$ cat src/rtl/core/dq_pkg.sv
// Shared constants, codes and types for the double-ended queue.
`default_nettype none

package dq_pkg;

  localparam int DQ_DEPTH = 16;
  localparam int DQ_AW    = (DQ_DEPTH > 1) ? $clog2(DQ_DEPTH) : 1;
  localparam int DQ_CW    = $clog2(DQ_DEPTH + 1);
  localparam int DQ_DW    = 32;

  localparam int DQ_IN_BITS  = 3 + DQ_DW;
  localparam int DQ_IN_W     = ((DQ_IN_BITS + 7) / 8) * 8;
  localparam int DQ_OUT_BITS = 2 * DQ_DW + DQ_CW + 4;
  localparam int DQ_OUT_W    = ((DQ_OUT_BITS + 7) / 8) * 8;

  typedef enum logic [2:0] {
    OP_PUSH_BACK  = 3'd0,
    OP_PUSH_FRONT = 3'd1,
    OP_POP_BACK   = 3'd2,
    OP_POP_FRONT  = 3'd3,
    OP_CLEAR      = 3'd4
  } dq_op_t;

  typedef enum logic [1:0] {
    ST_OK        = 2'd0,
    ST_POP_EMPTY = 2'd1,
    ST_PUSH_FULL = 2'd2
  } dq_status_t;

  // Write request from the pointer logic to the ring store.
  typedef struct packed {
    logic             en;
    logic [DQ_AW-1:0] addr;
    logic [DQ_DW-1:0] data;
  } dq_wr_t;

  // Read addresses and bookkeeping after the latest operation.
  typedef struct packed {
    logic [DQ_AW-1:0] front_addr;
    logic [DQ_AW-1:0] back_addr;
    logic [DQ_CW-1:0] count;
    dq_status_t       status;
  } dq_view_t;

endpackage

`default_nettype wire

$ cat src/rtl/core/dq_ram.sv
// Generic single-write, dual-read RAM with registered read data.
`default_nettype none

module dq_ram #(
  parameter int WIDTH = 32,
  parameter int DEPTH = 16,
  localparam int AW = (DEPTH > 1) ? $clog2(DEPTH) : 1
) (
  input  wire logic             clk,
  input  wire logic             we,
  input  wire logic [AW-1:0]    waddr,
  input  wire logic [WIDTH-1:0] wdata,
  input  wire logic             re,
  input  wire logic [AW-1:0]    raddr_a,
  input  wire logic [AW-1:0]    raddr_b,
  output logic      [WIDTH-1:0] rdata_a,
  output logic      [WIDTH-1:0] rdata_b
);

  logic [WIDTH-1:0] mem [DEPTH];

  always_ff @(posedge clk) begin
    if (we) begin
      mem[waddr] <= wdata;
    end
    if (re) begin
      rdata_a <= mem[raddr_a];
      rdata_b <= mem[raddr_b];
    end
  end

endmodule

`default_nettype wire

$ cat src/rtl/core/dq_ctrl.sv
// Head pointer, element count and status, with the store write for each operation.
`default_nettype none

module dq_ctrl import dq_pkg::*; (
  input  wire logic             clk,
  input  wire logic             rst,
  input  wire logic             step,
  input  wire logic [2:0]       operation,
  input  wire logic [DQ_DW-1:0] value,
  output dq_wr_t                wr,
  output dq_view_t              view
);

  logic [DQ_AW-1:0] head, head_next;
  logic [DQ_CW-1:0] count, count_next;
  dq_status_t       status, status_next;
  logic [DQ_CW-1:0] count_m1;
  logic             full, empty;

  // Ring addition of two in-range indices; the sum stays below twice the depth.
  function automatic logic [DQ_AW-1:0] ring_add(input logic [DQ_AW-1:0] a,
                                                input logic [DQ_AW-1:0] b);
    logic [DQ_AW:0] s;
    s = {1'b0, a} + {1'b0, b};
    if (s >= (DQ_AW+1)'(DQ_DEPTH)) begin
      s = s - (DQ_AW+1)'(DQ_DEPTH);
    end
    return s[DQ_AW-1:0];
  endfunction

  assign full     = (count == DQ_CW'(DQ_DEPTH));
  assign empty    = (count == '0);
  assign count_m1 = count - DQ_CW'(1);

  always_comb begin
    head_next   = head;
    count_next  = count;
    status_next = ST_OK;
    wr.en       = 1'b0;
    wr.addr     = head;
    wr.data     = value;
    case (dq_op_t'(operation))
      OP_PUSH_BACK: begin
        if (full) begin
          status_next = ST_PUSH_FULL;
        end else begin
          wr.en      = step;
          wr.addr    = ring_add(head, count[DQ_AW-1:0]);
          count_next = count + DQ_CW'(1);
        end
      end
      OP_PUSH_FRONT: begin
        if (full) begin
          status_next = ST_PUSH_FULL;
        end else begin
          head_next  = (head == '0) ? DQ_AW'(DQ_DEPTH - 1) : head - DQ_AW'(1);
          wr.en      = step;
          wr.addr    = head_next;
          count_next = count + DQ_CW'(1);
        end
      end
      OP_POP_BACK: begin
        if (empty) begin
          status_next = ST_POP_EMPTY;
        end else begin
          count_next = count_m1;
        end
      end
      OP_POP_FRONT: begin
        if (empty) begin
          status_next = ST_POP_EMPTY;
        end else begin
          head_next  = (head == DQ_AW'(DQ_DEPTH - 1)) ? '0 : head + DQ_AW'(1);
          count_next = count_m1;
        end
      end
      OP_CLEAR: begin
        head_next  = '0;
        count_next = '0;
      end
      default: begin
      end
    endcase
  end

  always_ff @(posedge clk) begin
    if (rst) begin
      head   <= '0;
      count  <= '0;
      status <= ST_OK;
    end else if (step) begin
      head   <= head_next;
      count  <= count_next;
      status <= status_next;
    end
  end

  // An empty queue points the back read at the head; the result is masked anyway.
  assign view.front_addr = head;
  assign view.back_addr  = empty ? head : ring_add(head, count_m1[DQ_AW-1:0]);
  assign view.count      = count;
  assign view.status     = status;

endmodule

`default_nettype wire

$ cat src/rtl/core/double_ended_queue.sv
// Top level of the double-ended queue: handshake sequencing around the ring store.
//
//  Port group  Dir  Contents (lowest bit first)
//  s_*         in   operation[2:0], value[34:3], zero fill to 40 bits
//  m_*         out  front_value, back_value, count, is_empty, is_full, status
//
// The result of a transaction is offered in S_SHOW: acceptance in S_IDLE updates the
// pointers and writes the store, S_READ reads front and back from the store, and S_SHOW
// presents the registered read data.
// One transaction is in flight at a time; s_tready stays low until the result is taken.
// Reset (rst, synchronous) empties the queue; store contents are left as they are.
`default_nettype none

module double_ended_queue import dq_pkg::*; (
  input  wire logic                clk,
  input  wire logic                rst,
  input  wire logic                s_tvalid,
  output logic                     s_tready,
  // operation[2:0], value[34:3], zero fill above
  input  wire logic [DQ_IN_W-1:0]  s_tdata,
  output logic                     m_tvalid,
  input  wire logic                m_tready,
  // front_value[31:0], back_value[63:32], count[68:64], is_empty[69],
  // is_full[70], status[72:71], zero fill above
  output logic      [DQ_OUT_W-1:0] m_tdata
);

  typedef enum logic [1:0] {
    S_IDLE,
    S_READ,
    S_SHOW
  } state_t;

  state_t           state;
  logic             step;
  dq_wr_t           wr;
  dq_view_t         view;
  logic [DQ_DW-1:0] rd_front, rd_back;
  logic             is_empty, is_full;
  logic [DQ_DW-1:0] front_value, back_value;

  assign s_tready = (state == S_IDLE);
  assign m_tvalid = (state == S_SHOW);
  assign step     = s_tvalid & s_tready;

  dq_ctrl u_ctrl (
    .clk       (clk),
    .rst       (rst),
    .step      (step),
    .operation (s_tdata[2:0]),
    .value     (s_tdata[DQ_DW+2:3]),
    .wr        (wr),
    .view      (view)
  );

  dq_ram #(
    .WIDTH (DQ_DW),
    .DEPTH (DQ_DEPTH)
  ) u_store (
    .clk     (clk),
    .we      (wr.en),
    .waddr   (wr.addr),
    .wdata   (wr.data),
    .re      (state == S_READ),
    .raddr_a (view.front_addr),
    .raddr_b (view.back_addr),
    .rdata_a (rd_front),
    .rdata_b (rd_back)
  );

  always_ff @(posedge clk) begin
    if (rst) begin
      state <= S_IDLE;
    end else begin
      case (state)
        S_IDLE: begin
          if (step) begin
            state <= S_READ;
          end
        end
        S_READ: begin
          state <= S_SHOW;
        end
        S_SHOW: begin
          if (m_tready) begin
            state <= S_IDLE;
          end
        end
        default: begin
          state <= S_IDLE;
        end
      endcase
    end
  end

  assign is_empty    = (view.count == '0);
  assign is_full     = (view.count == DQ_CW'(DQ_DEPTH));
  assign front_value = is_empty ? '0 : rd_front;
  assign back_value  = is_empty ? '0 : rd_back;

  assign m_tdata = {{(DQ_OUT_W - DQ_OUT_BITS){1'b0}}, view.status, is_full, is_empty,
                    view.count, back_value, front_value};

endmodule

`default_nettype wire
$ cat config.mk
export PLATFORM = sky130hd
export DESIGN_NAME = double_ended_queue
export DESIGN_NICKNAME = d
export VERILOG_FILES = /design/src/rtl/core/dq_pkg.sv /design/src/rtl/core/dq_ram.sv /design/src/rtl/core/dq_ctrl.sv /design/src/rtl/core/double_ended_queue.sv
export SDC_FILE = /design/constraint.sdc
export NUM_CORES = 1
export LEC_CHECK = 0
export ABC_AREA = 1
export BUFFER_PORTS_ARGS = -buffer_cell sky130_fd_sc_hd__buf_4
export CORE_MARGIN = 1.5
export CORE_UTILIZATION = 45
export DETAILED_ROUTE_END_ITERATION = 6
export PLACE_DENSITY = 0.61
export SYNTH_ARGS = -nofsm -noshare
export SYNTH_HDL_FRONTEND = slang
export SYNTH_SLANG_ARGS = --single-unit
$ cat constraint.sdc
create_clock -name clk -period 5.5 [get_ports clk]
set_input_delay 0.55 -clock clk [delete_from_list [all_inputs] [get_ports clk]]
set_output_delay 0.55 -clock clk [all_outputs]
set_load 0.005 [all_outputs]
==> results.sh <==
export IMPL_finalNonFillerCells=4295
export IMPL_syn_cell_area_sq_um=30430
export IMPL_ys_warn_count=0
export IMPL_critical_path_max_fanout=102
export IMPL_p_leak_nw=14.12
export IMPL_syn_inst=3375
export IMPL_synthTopCellsByArea="edfxtp_1 57%, nand3_1 13%, inv_1 6.7%"
export IMPL_post_cts_buffers=0
export IMPL_synth_common_cells="789 x nand3_1, 576 x edfxtp_1, 547 x inv_1"
export IMPL_synth_most_common_cell="nand3_1"
export IMPL_synth_top_area_share_pct=56.85
export IMPL_skew_ps=33.42
export IMPL_cts_sinks=589
export IMPL_syn_area_per_cell_sq_um=9.015
export IMPL_finalHoldViolCount=0
export IMPL_dp_cells=4174
export IMPL_ant_nets=0
export IMPL_ys_flop_type="edfxtp_1"
export IMPL_synth_largest_area_cell="edfxtp_1"
export IMPL_antenna_found_initial=1
export IMPL_critPathCaptureType="flip-flop"
export IMPL_die_h_microns=263.0
export IMPL_grt_pass1_vias=25697
export IMPL_cts_tree="yes"
export IMPL_min_path_type="input port to flip-flop"
export IMPL_power_w=0.01301
export IMPL_viasPerCell=5.986
export IMPL_rsz0062_at_grt="false"
export IMPL_synth_edf_count=576
export IMPL_drive_gt1_share_pct=8.974
export IMPL_clock_latency_ps=620
export IMPL_cts_hold_buf=0
export IMPL_dr_pass1_iters=7
export IMPL_cts_buffers=67
export IMPL_cts_resized=0
export IMPL_synth_seq_cells=589
export IMPL_grt_overflow=0
export IMPL_cap_violations=0
export IMPL_fin_hold_ws_ps=178.2
export IMPL_fin_crit_sh_pct=72.87
export IMPL_ff2ff_setup_slack_ps=1490
export IMPL_arrival_ps=4310
export IMPL_setup_viol=0
export IMPL_fin_setup_tns_ps=0
export IMPL_slew_viol_final=0
export IMPL_nFillCells=6000
export IMPL_wirelength_microns=100100
export IMPL_drc=1
export IMPL_grt_pass1_wl_microns=149300
export IMPL_path_class="flip-flop to flip-flop"
export IMPL_cts_max_level=3
export IMPL_reg2reg_from="u_ctrl.head[0]"
export IMPL_die_w_microns=263.0
export IMPL_io_buffers=113
export IMPL_critPathLaunchType="flip-flop"
export IMPL_clk_path_buf_depth=3
export IMPL_tightest_slew_ps=1203
export IMPL_path_clk_slew_ps=60
export IMPL_crit_start="u_ctrl.head[0]"
export IMPL_synth_seq_area_share_pct=57.70
export IMPL_regArea_sq_um=17570
export IMPL_finalCriticalPeriod_ps=4008
export IMPL_grt_usage_pct=28.46
export IMPL_design_die_area_sq_um=69180
export IMPL_dr_first_iter_drc_count=3114
export IMPL_synth_cell_types=31
export IMPL_violations="DRC"
export IMPL_multiInputGateArea_sq_um=9794
export IMPL_core_sq_um=67040
export IMPL_pin_count=126
export IMPL_rows=95
export IMPL_ir_drop_mv=0.3986
export IMPL_start_util_pct=45.38
export IMPL_layout_nets=3427
export IMPL_maxSlewHeadroom_pct=19.82
export IMPL_dp_hpwl_microns=50550
export IMPL_status="finished, violations left"
export IMPL_area_growth_pct=12.26
export IMPL_p_per_area_nw_per_um2=381.0
export IMPL_grt_max_degree=129
export IMPL_vias=25708
export IMPL_cts_root_buffer="clkbuf_16"
export IMPL_worstHoldStart="rst"
export IMPL_wire_per_inst_microns=23.31
export IMPL_gp_congestion=0.8613
export IMPL_async_flop_share_pct=0
export IMPL_max_freq_mhz=249.5
export IMPL_worst_endpoint_required_ps=5800
cell type report:
type / count / share of cell area, %
Clock inverter: 39 / 1.322
Timing Repair Buffer: 171 / 4.015
Sequential cell: 589 / 51.44
Clock buffer: 81 / 5.275
Inverter: 550 / 6.070
Antenna cell: 1 / 0.007326
Tap cell: 873 / 3.198
Multi-Input combinational cell: 1991 / 28.68
path summary, 6_finish.rpt:
path,to,cells after the start
max,u_store.mem[15][18],11
max reg2reg,u_store.mem[15][18],11
min reg2reg,state[1],2
min,u_ctrl.count[2],2
critical path: stages (launching register included):
cell,delay (ps)
dfxtp_4,420
inv_6,550
ha_1,300
nand2_1,100
o21ai_1,240
nand2_1,80
o211ai_1,80
o21ai_1,120
inv_1,120
nand2_1,230
nor2_4,940
buf_4,370
sequential cells by signal, summed over array words and instances, names as in the netlist:
register and cells:
u_store.rdata_b 32, u_ctrl.count 5, u_ctrl.status 2, state 2, u_ctrl.head 4, u_store.rdata_a 32
u_store.mem 512
metal layers:
metal | part of all wire (%) | routed length [microns] | vias up | track usage [%]
li1 | - | - | 11437 | -
met2 | 48 | 47850 | 1587 | 47.75
met4 | 4.9 | 4898 | 0 | 16.54
met3 | 9.6 | 9625 | 354 | 4.247
met5 | 0 | 0 | - | 0
met1 | 38 | 37740 | 12330 | 35.07
where the power goes:
part           switching, W  total [W]  internal, W  leakage, nW
Sequential        0.0000467    0.00513      0.00508         5.31
Combinational       0.00233    0.00327     0.000936         7.73
Clock               0.00185    0.00462      0.00276         1.09
Total               0.00423     0.0130      0.00878         14.1
logic make-up (layout without fill, tap and decap cells):
group / after synthesis / count (layout) / share of synthesized area [%]
DFF: 589 / 589 / 57.70
and+or+nand+nor: 1412 / 1412 / 21.60
other: 1 / 8 / 0.01233
xor gates and xnor gates: 7 / 7 / 0.2015
buffers and inverters: 801 / 841 / 10.75
AOI/OAI and AO/OA: 552 / 552 / 9.150
adders and majority gates: 13 / 13 / 0.5840
cells in the final DEF (no fill, tap or decap), types with 3 or more instances in the layout:
master,count
a211oi_1,3
a21oi_1,270
buf_12,7
buf_4,164
bufinv_16,9
clkbuf_1,9
clkbuf_16,69
clkbuf_8,3
clkinv_1,13
clkinv_2,9
clkinvlp_4,5
conb_1,7
dfxtp_1,9
dfxtp_4,3
edfxtp_1,576
ha_1,11
inv_1,543
inv_2,3
inv_6,4
nand2_1,506
nand2_4,3
nand3_1,789
nand3b_1,64
nand4_1,7
nor2_1,20
nor2_4,17
o21ai_0,271
o21ai_4,3
xnor2_1,3
xor2_1,4
metrics by stage:
step	util (%)	worst slack, ps	area, sq um
global placement	47.58	1692	31900
finish	50.95	1492	34160
CTS	50.95	1620	34150
detailed placement	47.58	1620	31900
floorplan	-	1660	30450
global route	50.95	1327	34160
Note: power is estimated with default switching activity, not from simulation.
